===== src/rtl/core/pfdf_pkg.sv =====
package pfdf_pkg;

    // request codes on req_type
    localparam logic [1:0] REQ_PIXEL = 2'd0;
    localparam logic [1:0] REQ_FILL  = 2'd1;
    localparam logic [1:0] REQ_FLUSH = 2'd2;

    // controller command bytes
    localparam logic [7:0] CMD_PAGE   = 8'hb0;
    localparam logic [7:0] CMD_COL_HI = 8'h10;

    // configuration port
    localparam int         CFG_ADDR_W        = 3;
    localparam logic       REG_COLUMN_OFFSET = 1'b0;
    localparam logic [6:0] COLUMN_OFFSET_RST = 7'd4;

    localparam int QUEUE_DEPTH = 2;

    typedef enum logic [1:0] {
        KIND_PIXEL,
        KIND_FILL,
        KIND_FLUSH
    } kind_t;

    typedef struct packed {
        kind_t      kind;
        logic [2:0] page;
        logic [6:0] col;
        logic [7:0] mask;
        logic       pix;
        logic [3:0] flags;
        logic [7:0] fill_even;
        logic [7:0] fill_odd;
    } item_t;

    typedef enum logic [2:0] {
        B_IDLE,
        B_PIX_WR,
        B_FILL,
        B_SCAN,
        B_NONE,
        B_CMD,
        B_DATA_RD,
        B_DATA_LD
    } back_state_t;

endpackage


===== src/rtl/core/pfdf_queue.sv =====
module pfdf_queue (
    input  logic            clk,
    input  logic            rst_n,
    input  logic            push,
    input  pfdf_pkg::item_t push_item,
    input  logic            pop,
    output pfdf_pkg::item_t head,
    output logic            full,
    output logic            empty
);
    import pfdf_pkg::*;

    localparam int PTR_W = (QUEUE_DEPTH > 1) ? $clog2(QUEUE_DEPTH) : 1;
    localparam int CNT_W = $clog2(QUEUE_DEPTH + 1);

    item_t              entry_reg [QUEUE_DEPTH];
    logic [PTR_W-1:0]   wr_ptr_reg;
    logic [PTR_W-1:0]   wr_ptr_next;
    logic [PTR_W-1:0]   rd_ptr_reg;
    logic [PTR_W-1:0]   rd_ptr_next;
    logic [CNT_W-1:0]   count_reg;
    logic [CNT_W-1:0]   count_next;
    logic               do_push;
    logic               do_pop;

    assign full    = (count_reg == CNT_W'(QUEUE_DEPTH));
    assign empty   = (count_reg == '0);
    assign do_push = push && !full;
    assign do_pop  = pop && !empty;
    assign head    = entry_reg[rd_ptr_reg];

    always_comb
    begin
        wr_ptr_next = wr_ptr_reg;
        rd_ptr_next = rd_ptr_reg;
        count_next  = count_reg;
        if (do_push)
        begin
            wr_ptr_next = (wr_ptr_reg == PTR_W'(QUEUE_DEPTH - 1)) ? '0 : wr_ptr_reg + 1'b1;
        end
        if (do_pop)
        begin
            rd_ptr_next = (rd_ptr_reg == PTR_W'(QUEUE_DEPTH - 1)) ? '0 : rd_ptr_reg + 1'b1;
        end
        if (do_push && !do_pop)
        begin
            count_next = count_reg + 1'b1;
        end
        else if (do_pop && !do_push)
        begin
            count_next = count_reg - 1'b1;
        end
    end

    always_ff @(posedge clk or negedge rst_n)
    begin
        if (!rst_n)
        begin
            wr_ptr_reg <= '0;
            rd_ptr_reg <= '0;
            count_reg  <= '0;
        end
        else
        begin
            wr_ptr_reg <= wr_ptr_next;
            rd_ptr_reg <= rd_ptr_next;
            count_reg  <= count_next;
        end
    end

    always_ff @(posedge clk)
    begin
        if (do_push)
        begin
            entry_reg[wr_ptr_reg] <= push_item;
        end
    end

endmodule


===== config.mk =====
export PLATFORM = sky130hd
export DESIGN_NAME = pfdf_queue
export DESIGN_NICKNAME = d
export VERILOG_FILES = /design/src/rtl/core/pfdf_pkg.sv /design/src/rtl/core/pfdf_queue.sv
export SDC_FILE = /design/constraint.sdc
export NUM_CORES = 1
export LEC_CHECK = 0
export BUFFER_PORTS_ARGS = -buffer_cell sky130_fd_sc_hd__buf_2
export CORE_MARGIN = 2
export CORE_UTILIZATION = 30
export DETAILED_ROUTE_END_ITERATION = 7
export SETUP_SLACK_MARGIN = 0.2
export SLEW_MARGIN = 20
export SYNTH_ARGS = -nofsm -noshare
export SYNTH_HDL_FRONTEND = slang
export SYNTH_SLANG_ARGS = --single-unit
export TNS_END_PERCENT = 1

===== constraint.sdc =====
create_clock -name clk -period 4.8 [get_ports clk]
set_input_delay 0.48 -clock clk [delete_from_list [all_inputs] [get_ports clk]]
set_output_delay 0.48 -clock clk [all_outputs]
set_load 0.005 [all_outputs]

==> flow_summary_export.csv <==
group,metric,value,unit
status,status,"finished, final reports clean",
floorplan,core,10900,um2
global_routing,antenna_found_initial,0,
sta,worst-slew-pin-transition,0.994,ns
sta,grt_setup_unrepaired,"no",
place,gp_congestion,0.599,
finish,largest_reg_flops,82,
synth,synth_area,3360,um2
place,io_buffers,87,
sta,fin_worst_skew,0.00802,ns
setup_path,crit_end,"head[18]",
routing,drcViolationCount,0,
setup_path,crit-reg2reg-launch,"count_reg[0]$_DFFE_PN0P_",
sta,period_share,0.560,
setup_path,end_kind,"output port",
clock_tree,ctsRootBufferMaster,"clkbuf_8",
sta,fin_crit,2.69,ns
clock_tree,clock_path_buffers,2,
floorplan,ioPinCount,88,
finish,utilization,0.378,
global_routing,grt_use_met1,0.115,
setup_path,r2r_cells,2,
sta,slew_headroom,0.337,
setup_path,crit_required,4.32,ns
finish,nets,289,
job,maxCapViolCount,0,
sta,hold_violations,0,
sta,fmax,372,MHz
floorplan,die_h,110,um
global_routing,grt_use_met3,0.0296,
synth,synth_cell_types,15,
setup_path,timing.rr.end,"entry_reg[1][28]$_DFFE_PP_",
finish,ff_latch_area,2560,um2
clock_tree,clk_pin_slew,0.09,ns
clock_tree,cts_num_sinks,86,
synth,synth_seq_cells,86,
min_path,worstHoldPathType,"in -> reg",
floorplan,die_area,12100,um2
synth,yosysWarnings,0,
floorplan,chipWidth,110,um
finish,final_common_cell,"buf_2",
setup_path,crit_arrival,2.21,ns
routing,postRouteAntennaNets,0,
global_routing,grt_pass1_wl,8360,um
setup_path,start_kind,"flip-flop",
synth,syn_avg_cell_area,22.8,um2
routing,routed_via_density,4.12,
place,dp_cells,371,
routing,drt_iter0_drc,67,
synth,syn-num-nets,193,
clock_tree,cts_max_level,3,
setup_path,cp-startpoint,"rd_ptr_reg$_DFFE_PN0P_",
finish,fillers,1033,
clock_tree,cts_setup_buffers,0,
finish,finalNonFillerCells,388,
sta,finalSetupTns,0,ns
clock_tree,cts_tree,"yes",
power,p_per_area,574,nW/um2
setup_path,worstPathMaxFanout,23,
finish,syn2layout_area_growth,22.6,%
floorplan,initial_utilization,0.308,
routing,firstDrtPassIters,3,
finish,layout_common_cells,"87 x buf_2, 82 x edfxtp_1, 39 x mux2_4",
setup_path,r2r_slack,2.93,ns
global_routing,grt_overflow_total,0,
synth,syn_inst,147,
sta,hold-worst-slack,0.314,ns
finish,multiInputGateArea,706,um2
power,power.total,2.37,mW
clock_tree,cts_inserted_buffers,9,
routing,wl_per_cell,14.1,um
finish,antenna_cells,0,
global_routing,grt_max_degree,42,
synth,ys_seq_area_frac,0.763,
sta,finalMaxSlewViolations,0,
finish,drive_gt1_frac,0.589,
sta,finalSetupViolCount,0,
clock_tree,cts_resized,0,
floorplan,rows,38,
global_routing,grt_pass1_vias,1713,
global_routing,track_usage,0.0976,
global_routing,grt_util_met2,0.155,
power,leakage,1.65,nW
setup_path,critPathKind,"reg -> out",
routing,num_vias,1599,
routing,wl,5490,um
global_routing,top_usage_layer,"met2",
clock_tree,clock_latency,0.35,ns
power,worst_ir_drop_vdd,379,uV
routing by layer:
layer | part of all wire | vias up
li1 | - | 759
met1 | 0.42 | 784
met2 | 0.50 | 47
met3 | 0.059 | 9
met4 | 0.022 | 0
met5 | 0 | -
worst min-delay path by stage:
stage / startpoint / endpoint / slack, ns / cells after the start
2_1_floorplan: rst_n / count_reg[0]$_DFFE_PN0P_ / 0.18 / 0
3_3_place_gp: rst_n / wr_ptr_reg$_DFFE_PN0P_ / 0.29 / 1
3_5_place_dp: rst_n / wr_ptr_reg$_DFFE_PN0P_ / 0.29 / 1
4_1_cts: push_item[27] / entry_reg[0][27]$_DFFE_PP_ / 0.29 / 1
5_1_grt: push_item[30] / entry_reg[0][30]$_DFFE_PP_ / 0.29 / 1
6_report: push_item[27] / entry_reg[0][27]$_DFFE_PP_ / 0.31 / 1
kinds of logic (layout without fill, tap and decap cells):
| kind of cell | Yosys count | in the layout | share of synthesized area |
|---|---|---|---|
| buffers and inverters | 7 | 108 | 0.0294 |
| AO/OA/AOI/OAI | 1 | 1 | 0.00149 |
| adder cells (fa/ha/maj) | 1 | 1 | 0.00373 |
| XOR/XNOR | 5 | 5 | 0.0130 |
| AND/OR/NAND/NOR | 6 | 6 | 0.00820 |
| flip-flops | 86 | 86 | 0.763 |
| multiplexers | 41 | 41 | 0.181 |
synthesized netlist by cell type:
library cell / number / area, um2
nand2b_1: 1 / 6.26
xnor2_1: 3 / 26.3
inv_1: 2 / 7.51
nor2_1: 3 / 11.3
and3_1: 1 / 6.26
mux2_4: 39 / 586
buf_12: 4 / 80.1
buf_6: 1 / 11.3
edfxtp_1: 82 / 2460
mux2_2: 2 / 22.5
o21ai_1: 1 / 5.00
dfrtp_1: 4 / 100
ha_1: 1 / 12.5
xor2_1: 2 / 17.5
nand2_1: 1 / 3.75
critical path, stage by stage (launching register included):
cell	delay [ns]
dfrtp_2	0.81
buf_4	0.53
mux2_2	0.39
buf_2	0.13
metrics by stage:
step / worst slack [ns] / instance area, um2
5_1_grt: 1.96 / 4120
2_1_floorplan: 1.99 / 3360
3_3_place_gp: 2.45 / 3900
3_5_place_dp: 2.43 / 3900
6_report: 2.11 / 4120
4_1_cts: 2.03 / 4120
area by class of cell:
| cell class | instances | area share |
|---|---|---|
| clock buffer | 11 | 0.0319 |
| clock inverter | 5 | 0.0179 |
| inverter | 2 | 0.00182 |
| multi-input combinational | 54 | 0.171 |
| sequential | 86 | 0.623 |
| tap | 140 | 0.0425 |
| timing repair buffer | 90 | 0.112 |
what timing repair did:
item | CTS | global route
hold endpoints to repair | 4 | 0
hold buffers | 1 | 0
endpoints found under the setup margin | 0 | 0
power by group:
group	leakage, nW	switching [mW]	internal, mW
sequential	0.807	0.0989	1.03
clock	0.105	0.235	0.290
combinational	0.742	0.299	0.411
Power figures use the tool's default switching activity.
