### src/rtl/core/pfdf_pkg.sv
package pfdf_pkg;

    // request codes on req_type
    localparam logic [1:0] REQ_PIXEL = 2'd0;
    localparam logic [1:0] REQ_FILL  = 2'd1;
    localparam logic [1:0] REQ_FLUSH = 2'd2;

    // controller command bytes
    localparam logic [7:0] CMD_PAGE   = 8'hb0;
    localparam logic [7:0] CMD_COL_HI = 8'h10;

    // configuration port
    localparam int         CFG_ADDR_W        = 3;
    localparam logic       REG_COLUMN_OFFSET = 1'b0;
    localparam logic [6:0] COLUMN_OFFSET_RST = 7'd4;

    localparam int QUEUE_DEPTH = 2;

    typedef enum logic [1:0] {
        KIND_PIXEL,
        KIND_FILL,
        KIND_FLUSH
    } kind_t;

    typedef struct packed {
        kind_t      kind;
        logic [2:0] page;
        logic [6:0] col;
        logic [7:0] mask;
        logic       pix;
        logic [3:0] flags;
        logic [7:0] fill_even;
        logic [7:0] fill_odd;
    } item_t;

    typedef enum logic [2:0] {
        B_IDLE,
        B_PIX_WR,
        B_FILL,
        B_SCAN,
        B_NONE,
        B_CMD,
        B_DATA_RD,
        B_DATA_LD
    } back_state_t;

endpackage

### src/rtl/core/pfdf_front.sv
module pfdf_front #(
    parameter int PAGES   = 8,
    parameter int COLUMNS = 128
) (
    input  logic            req_valid,
    output logic            req_stall,
    input  logic [1:0]      req_type,
    input  logic [5:0]      row,
    input  logic [6:0]      col,
    input  logic            pixel_bit,
    input  logic [3:0]      mode_flags,
    input  logic [7:0]      fill_even,
    input  logic [7:0]      fill_odd,
    input  logic            q_full,
    output logic            q_push,
    output pfdf_pkg::item_t q_item
);
    import pfdf_pkg::*;

    logic keep;
    logic in_range;

    assign in_range = (32'(row[5:3]) < PAGES) && (32'(col) < COLUMNS);

    always_comb
    begin
        q_item.page      = row[5:3];
        q_item.col       = col;
        q_item.mask      = 8'b1 << row[2:0];
        q_item.pix       = pixel_bit;
        q_item.flags     = mode_flags;
        q_item.fill_even = fill_even;
        q_item.fill_odd  = fill_odd;
        q_item.kind      = KIND_PIXEL;
        keep             = 1'b0;
        unique case (req_type)
            REQ_PIXEL:
            begin
                q_item.kind = KIND_PIXEL;
                keep        = in_range;
            end
            REQ_FILL:
            begin
                q_item.kind = KIND_FILL;
                keep        = 1'b1;
            end
            REQ_FLUSH:
            begin
                q_item.kind = KIND_FLUSH;
                keep        = 1'b1;
            end
            default:
            begin
                keep = 1'b0;
            end
        endcase
    end

    // dropped requests are still accepted, just not queued
    assign req_stall = q_full;
    assign q_push    = req_valid && !q_full && keep;

endmodule

### config.mk
export PLATFORM = sky130hd
export DESIGN_NAME = pfdf_front
export DESIGN_NICKNAME = d
export VERILOG_FILES = /design/src/rtl/core/pfdf_pkg.sv /design/src/rtl/core/pfdf_front.sv
export SDC_FILE = /design/constraint.sdc
export NUM_CORES = 1
export LEC_CHECK = 0
export BUFFER_PORTS_ARGS = -buffer_cell sky130_fd_sc_hd__buf_4
export CAP_MARGIN = 20
export CORE_MARGIN = 5
export CORE_UTILIZATION = 25
export DETAILED_ROUTE_END_ITERATION = 7
export PLACE_DENSITY = 0.95
export SYNTH_ARGS = -nofsm -noshare
export SYNTH_HDL_FRONTEND = slang
export SYNTH_SLANG_ARGS = --single-unit
### constraint.sdc
create_clock -name vclk -period 0.8
set_input_delay 0.04 -clock vclk [all_inputs]
set_output_delay 0.04 -clock vclk [all_outputs]
set_load 0.01 [all_outputs]
==> results of run 1 <==
[worst max path at each step]
stage                          from         end  slack, ns  cells after the start
final                        row[0]  q_item[23]       0.17                      3
after global routing         row[0]  q_item[23]       0.11                      3
after CTS                    row[0]  q_item[23]       0.17                      3
after detailed placement     row[0]  q_item[23]       0.18                      3
after global placement       row[0]  q_item[25]       0.22                      3
after floorplan           req_valid      q_push       0.35                      2
[through the flow]
step / cells / setup WS (ns) / util [%]
3_5_place_dp: 47 / 0.184 / 19.5
5_1_grt: 47 / 0.108 / 19.5
4_1_cts: 47 / 0.173 / 19.5
3_3_place_gp: 47 / 0.220 / 19.5
2_1_floorplan: 45 / 0.354 / -
6_report: 47 / 0.168 / 19.5
[layout by cell type, fill, tap and decap left out, drive strengths merged]
cell and n:
buf 19, nor3b 3, nor2b 2, and3b 2
and3 1, nor3 1, inv 1, a211oi 1
nand2 1, nor2 1
[logic make-up after synthesis]
family / count (synthesis) / synth area share, %
AND/OR/NAND/NOR: 11 / 23.0
AO/OA/AOI/OAI: 1 / 2.30
buffers and inverters: 33 / 74.7
[per-layer routing]
| metal | up-vias | GRT usage (%) | share of wire (%) | routed length [um] |
|---|---|---|---|---|
| met5 | - | 0 | 0 | 0 |
| met4 | 0 | 5.68 | 9.3 | 57 |
| met3 | 12 | 2.73 | 25 | 153 |
| met2 | 28 | 8.52 | 42 | 255 |
| met1 | 88 | 3.64 | 24 | 148 |
| li1 | 87 | - | - | - |
[power groups by stage]
| stage | Clock, uW | Combinational [uW] | Sequential, uW |
|---|---|---|---|
| final | 0 | 117 | 0 |
| after global routing | 0 | 128 | 0 |
| after CTS | 0 | 119 | 0 |
| after detailed placement | 0 | 119 | 0 |
| after global placement | 0 | 114 | 0 |
| after floorplan | 0 | 200 | 0 |
[area by class of cell]
class,count,share of cell area [%]
Timing Repair Buffer,19,57.6
Tap cell,15,7.58
Multi-Input combinational cell,12,33.3
Inverter,1,1.52
[worst max-delay path, cell delays in order]
cell,delay (ns)
buf_4,0.13
nor3b_1,0.24
buf_4,0.17
==> flow_summary.toml, run 1 <==
[run_status]
outcome = "finished clean"

[timing]
fmax_mhz = 1580
rsz0062_at_grt = "false"
setup-violations-final = 0
finalCritPeriodShare_pct = 79.0
fin_crit_ns = 0.632
drv_slew = 0
hold_slack_ns = 0.0800
setup_tns_ns = 0
finalHoldViolations = 0
relSlewSlack_pct = 84.5
worstMarginPinSlew_ns = 0.231

[synthesis]
synth_top_area_share_pct = 73.6
yosys.area.top_type = "buf_4"
avgSynthCellArea_um2 = 7.26
synthesis.area_um2 = 327
yosysSeqAreaShare_pct = 0
yosys-top-cells-area = "buf_4, nor3b_1, and3b_2"
synth_common_cells = "buf_4, nor3b_1, and3b_2, nor2b_1"
synth_cell_type_count = 10
postSynthCellCount = 45
synth_nets = 83
ys_warn_count = 0
yosysMostFrequentCell = "buf_4"

[power_and_ir_drop]
comb_power_share_pct = 100.0
ir_drop_uv = 108
swShare_pct = 42.2
p_per_area_mw_per_mm2 = 470
clockPowerShare_pct = 0
p_leak_uw = 0.000134
seq_power_share_pct = 0
power.total_uw = 117
power.switching_uw = 49.1
power.internal_uw = 67.4

[global_route]
grt_max_degree = 9
track_usage_pct = 5.04
grt_first_pass_wirelength_um = 848
grt_overflow = 0
grt_pass1_vias = 189
grt_antenna_before_repair = 0

[hold_path]
hp-class = "input pin to output port"
hold_path_end = "q_item[10]"
min_path_cells = 0
holdCritStartpoint = "fill_even[2]"

[route]
drt-total-wl_um = 614
remaining_drc_errors = 0
wire_per_inst_um = 13.1
ant_nets = 0
firstDrtPassIters = 1
num_vias = 215
via_per_inst = 4.57
drt_iter0_drc = 0

[floorplanning]
die_w_um = 46.1
die_h_um = 46.1
start_util_pct = 25.7
core_mm2 = 0.00127
pin_count = 81
num_rows = 13
fp.dieArea_mm2 = 0.00213

[final_layout]
seq_cell_count = 0
n_fill_cell = 140
drive_gt1_share_pct = 68.8
area_growth_pct = -24.1
antenna_cells = 0
regArea_um2 = 0
design_area_um2 = 248
nets = 72
num-clock-buffers = 0
multiInputGateArea_um2 = 82.6

[flow_run]
max_cap_viol_count = 0

[worst_setup_path]
worst_setup_path_start_kind = "input pin"
endpoint_kind = "output port"
critPathArrivalTime_ns = 0.59
cp.required_ns = 0.76
cp_max_fo = 8
crit_type = "input pin to output port"

[clock_tree]
post-cts-setup-buffer-count = 0
ctsHoldBuffers = 0
cts_resized = 0

[place]
gp_congestion = 0.556
place_area_um2 = 248
port_buffers = 19
Note: power is estimated with default switching activity, not from simulation.
==> run 2, diff against run 1 <==
--- a/config.mk
+++ b/config.mk
@@ -5,10 +5,11 @@
 export SDC_FILE = /design/constraint.sdc
 export NUM_CORES = 1
 export LEC_CHECK = 0
+export ABC_AREA = 1
 export BUFFER_PORTS_ARGS = -buffer_cell sky130_fd_sc_hd__buf_4
 export CAP_MARGIN = 20
 export CORE_MARGIN = 5
-export CORE_UTILIZATION = 25
+export CORE_UTILIZATION = 23
 export DETAILED_ROUTE_END_ITERATION = 7
 export PLACE_DENSITY = 0.95
 export SYNTH_ARGS = -nofsm -noshare
==> run 2 against run 1 <==
  * Fmax is 15% higher
  * Critical path depth is 2 higher
  * Count of clock-buffer cells in the layout stayed put
  * First-iteration DRC count is 4 higher
  * Largest power group unchanged
==> flow_summary.toml, run 2 <==
[route]
wire_per_inst_um = 10.6
ant_nets = 0
firstDrtPassIters = 4
drt_iter0_drc = 4
via_per_inst = 3.86
drt-total-wl_um = 614
num_vias = 224
remaining_drc_errors = 0

[final_layout]
final_common_cell = "buf_4"
design_area_um2 = 251
antenna_cells = 0
area_growth_pct = -23.9
final_util_pct = 18.9
final_cell_mix = "buf_4, nor2_1, inv_1, nand2_1, inv_2"
n_fill_cell = 157
num-clock-buffers = 0
drive_gt1_share_pct = 46.5
regArea_um2 = 0
seq_cell_count = 0
nets = 83

[global_route]
grt_first_pass_wirelength_um = 841
grt_pass1_vias = 197
grt_overflow = 0
grt_max_degree = 6
track_usage_pct = 4.81
grt_antenna_before_repair = 0

[timing]
rsz0062_at_grt = "false"
fin_ws_ns = 0.251
hold_slack_ns = 0.0800
setup_tns_ns = 0
relSlewSlack_pct = 94.3
finalCritPeriodShare_pct = 68.6
finalHoldViolations = 0
fin_crit_ns = 0.549
worstMarginPinSlew_ns = 0.0853
fmax_mhz = 1820
setup-violations-final = 0
drv_slew = 0

[synthesis]
synth_top_area_share_pct = 72.7
avgSynthCellArea_um2 = 5.90
synthAdderAreaFrac_pct = 0
yosys.area.top_type = "buf_4"
synthesis.area_um2 = 330
synth_nets = 94
synth_mux_area_share_pct = 0
synth_top_family_by_area = "buffers and inverters"
synth_xor_area_share_pct = 0
synth_cell_type_count = 5
synth_compound_area_share_pct = 0
yosysSeqAreaShare_pct = 0
yosys.area_share.simple_pct = 19.3
synth_common_cells = "buf_4, nor2_1, inv_1, nand2_1, inv_2"
postSynthCellCount = 56
yosys-top-cells-area = "buf_4, nor2_1, inv_1"
yosysMostFrequentCell = "buf_4"
ys_warn_count = 0

[place]
port_buffers = 19
gp_congestion = 0.681
dp_hpwl_um = 517
place_area_um2 = 251
pre_cts_ws_ns = 0.262

[power_and_ir_drop]
ir_drop_uv = 194
p_per_area_mw_per_mm2 = 477
p_leak_uw = 0.000171

[floorplanning]
num_rows = 13
pin_count = 81
fp.dieArea_mm2 = 0.00229
die_w_um = 47.9
core_mm2 = 0.00133
die_h_um = 47.9
start_util_pct = 24.8

[worst_setup_path]
cp_max_fo = 3
crit_start = "row[0]"
crit_type = "input pin to output port"
critPathArrivalTime_ns = 0.51
cp.required_ns = 0.76
worst_setup_path_start_kind = "input pin"
endpoint_kind = "output port"

[clock_tree]
ctsHoldBuffers = 0
post-cts-setup-buffer-count = 0
cts_resized = 0

[flow_run]
max_cap_viol_count = 0

[hold_path]
hp-class = "input pin to output port"
holdCritStartpoint = "fill_even[6]"

[run_status]
outcome = "finished clean"
run 2: layout make-up:
| type | instances | area [um^2] | area share [%] |
|---|---|---|---|
| inverter | 7 | 26.3 | 10.4 |
| multi-input combinational | 17 | 63.8 | 25.4 |
| tap | 15 | 18.8 | 7.46 |
| timing repair buffer | 19 | 143 | 56.7 |
run 2: final timing paths:
path,end,cells past startpoint
min,q_item[14],0
max,q_item[27],5
run 2: routing by layer:
layer | GRT usage (%) | part of all wire (%)
met5 | 0 | 0
met4 | 4.84 | 5.9
met3 | 2.26 | 19
met2 | 8.71 | 50
met1 | 3.48 | 25
run 2: kinds of logic after synthesis:
| group | Yosys count |
|---|---|
| buffers and inverters | 39 |
| and+or+nand+nor | 17 |
run 2: critical path: stages:
cell and delay [ns]:
buf_4 0.12, inv_1 0.06, nand2_1 0.07, nor2_1 0.09, buf_4 0.13
run 2: stage by stage:
stage          cells  total power [uW]
2_1_floorplan     56               206
3_3_place_gp      58               117
3_5_place_dp      58               120
4_1_cts           58               121
5_1_grt           58               131
6_report          58               120
run 2: report_power, final:
part	total (uW)	internal [uW]	switching (uW)
sequential	0	0	0
clock	0	0	0
combinational	120	63.6	56.4
total	120	63.6	56.4
==> run 3, diff against run 2 <==
--- a/config.mk
+++ b/config.mk
@@ -5,7 +5,7 @@
 export SDC_FILE = /design/constraint.sdc
 export NUM_CORES = 1
 export LEC_CHECK = 0
-export ABC_AREA = 1
+export ABC_AREA = 0
 export BUFFER_PORTS_ARGS = -buffer_cell sky130_fd_sc_hd__buf_4
 export CAP_MARGIN = 20
 export CORE_MARGIN = 5
==> run 3 against run 2 <==
  * Cell count fell by 19%
  * Fmax is 6.1% lower
  * Setup slack worse by 0.036 ns
  * Routed wire length up 14%
  * Power fell by 3.2%
  * Combinational power shrank 3%
  * Global-route usage grew 0.55 points
  * Critical path type unchanged
  * Critical endpoint is now q_item[25]
==> flow_summary.toml, run 3 (synthesized netlist as in run 1, its figures left out) <==
[run_status]
outcome = "finished clean"

[power_and_ir_drop]
clockPowerShare_pct = 0
power.internal_uw = 67.4
swShare_pct = 42.0
p_per_area_mw_per_mm2 = 469
power.total_uw = 116
seq_power_share_pct = 0
ir_drop_uv = 127
comb_power_share_pct = 100.0
power.switching_uw = 48.8
p_leak_uw = 0.000134

[floorplanning]
core_mm2 = 0.00132
num_rows = 13
die_h_um = 47.7
start_util_pct = 24.8
fp.dieArea_mm2 = 0.00227
die_w_um = 47.7
pin_count = 81

[global_route]
grt_antenna_before_repair = 0
track_usage_pct = 5.35
grt_first_pass_wirelength_um = 897
grt_overflow = 0
grt_pass1_vias = 193
grt_max_degree = 9

[worst_setup_path]
cp-endpoint = "q_item[25]"
crit_start = "row[0]"
cp_max_fo = 8
cp.required_ns = 0.76
critPathArrivalTime_ns = 0.54
endpoint_kind = "output port"
worst_setup_path_start_kind = "input pin"
crit_type = "input pin to output port"

[final_layout]
n_fill_cell = 144
num-clock-buffers = 0
final_common_cell = "buf_4"
final_cell_mix = "buf_4, nor3b_1, nor2b_1, and3b_2"
drive_gt1_share_pct = 68.8
seq_cell_count = 0
regArea_um2 = 0
nets = 72
multiInputGateArea_um2 = 82.6
antenna_cells = 0
area_growth_pct = -24.1

[timing]
fmax_mhz = 1710
setup_tns_ns = 0
relSlewSlack_pct = 87.3
finalCritPeriodShare_pct = 73.1
rsz0062_at_grt = "false"
setup-violations-final = 0
fin_crit_ns = 0.585
drv_slew = 0
finalHoldViolations = 0
worstMarginPinSlew_ns = 0.189

[route]
wire_per_inst_um = 14.9
ant_nets = 0
drt-total-wl_um = 698
remaining_drc_errors = 0
drt_iter0_drc = 2
num_vias = 204
via_per_inst = 4.34
firstDrtPassIters = 2

[flow_run]
max_cap_viol_count = 0

[place]
gp_congestion = 0.614
dp_hpwl_um = 604
port_buffers = 19

[hold_path]
hp-class = "input pin to output port"

[clock_tree]
ctsHoldBuffers = 0
cts_resized = 0
post-cts-setup-buffer-count = 0
[run 3: cell count changes in the layout (fill, tap and decap cells not counted), sizes merged]
cell    delta
a211oi     +1
nor3b      +3
and3       +1
and3b      +2
nor2      -10
inv        -6
nand2      -5
nor2b      +2
nor3       +1
[run 3: power by group through the flow]
stage | Sequential [uW] | Clock [uW] | Combinational (uW)
3_5_place_dp | 0 | 0 | 118
6_report | 0 | 0 | 116
5_1_grt | 0 | 0 | 128
3_3_place_gp | 0 | 0 | 115
4_1_cts | 0 | 0 | 118
2_1_floorplan | 0 | 0 | 200
[run 3: how the worst min path moves through the flow]
| stage | start | to | slack [ns] | depth (start not counted) |
|---|---|---|---|---|
| 3_5_place_dp | fill_even[3] | q_item[11] | 0.08 | 0 |
| 5_1_grt | fill_odd[7] | q_item[7] | 0.08 | 0 |
| 6_report | fill_odd[2] | q_item[2] | 0.08 | 0 |
| 2_1_floorplan | q_full | q_push | 0.13 | 1 |
| 3_3_place_gp | fill_even[3] | q_item[11] | 0.08 | 0 |
| 4_1_cts | fill_even[3] | q_item[11] | 0.08 | 0 |
[run 3: area by class of cell]
| class | count | area share, % |
|---|---|---|
| Timing Repair Buffer | 19 | 57.6 |
| Inverter | 1 | 1.52 |
| Multi-Input combinational cell | 12 | 33.3 |
| Tap cell | 15 | 7.58 |
[run 3: through the flow]
stage	std cells	cell area [um^2]	setup slack [ns]	hold WS [ns]	util, %
global placement	47	248	0.240	0.0801	18.8
finish	47	248	0.215	0.0800	18.8
floorplan	45	327	0.354	0.126	-
global route	47	248	0.154	0.0800	18.8
detailed placement	47	248	0.206	0.0801	18.8
CTS	47	248	0.195	0.0801	18.8
[run 3: critical path, stage by stage]
cell,delay [ns]
buf_4,0.13
nor3b_1,0.21
buf_4,0.16
[run 3: metal layers]
layer	global-route usage (%)	wire (um)	up-vias
met5	0	0	-
met4	2.15	25	0
met2	10.8	335	29
met1	3.52	166	80
met3	3.76	171	8
li1	-	-	87
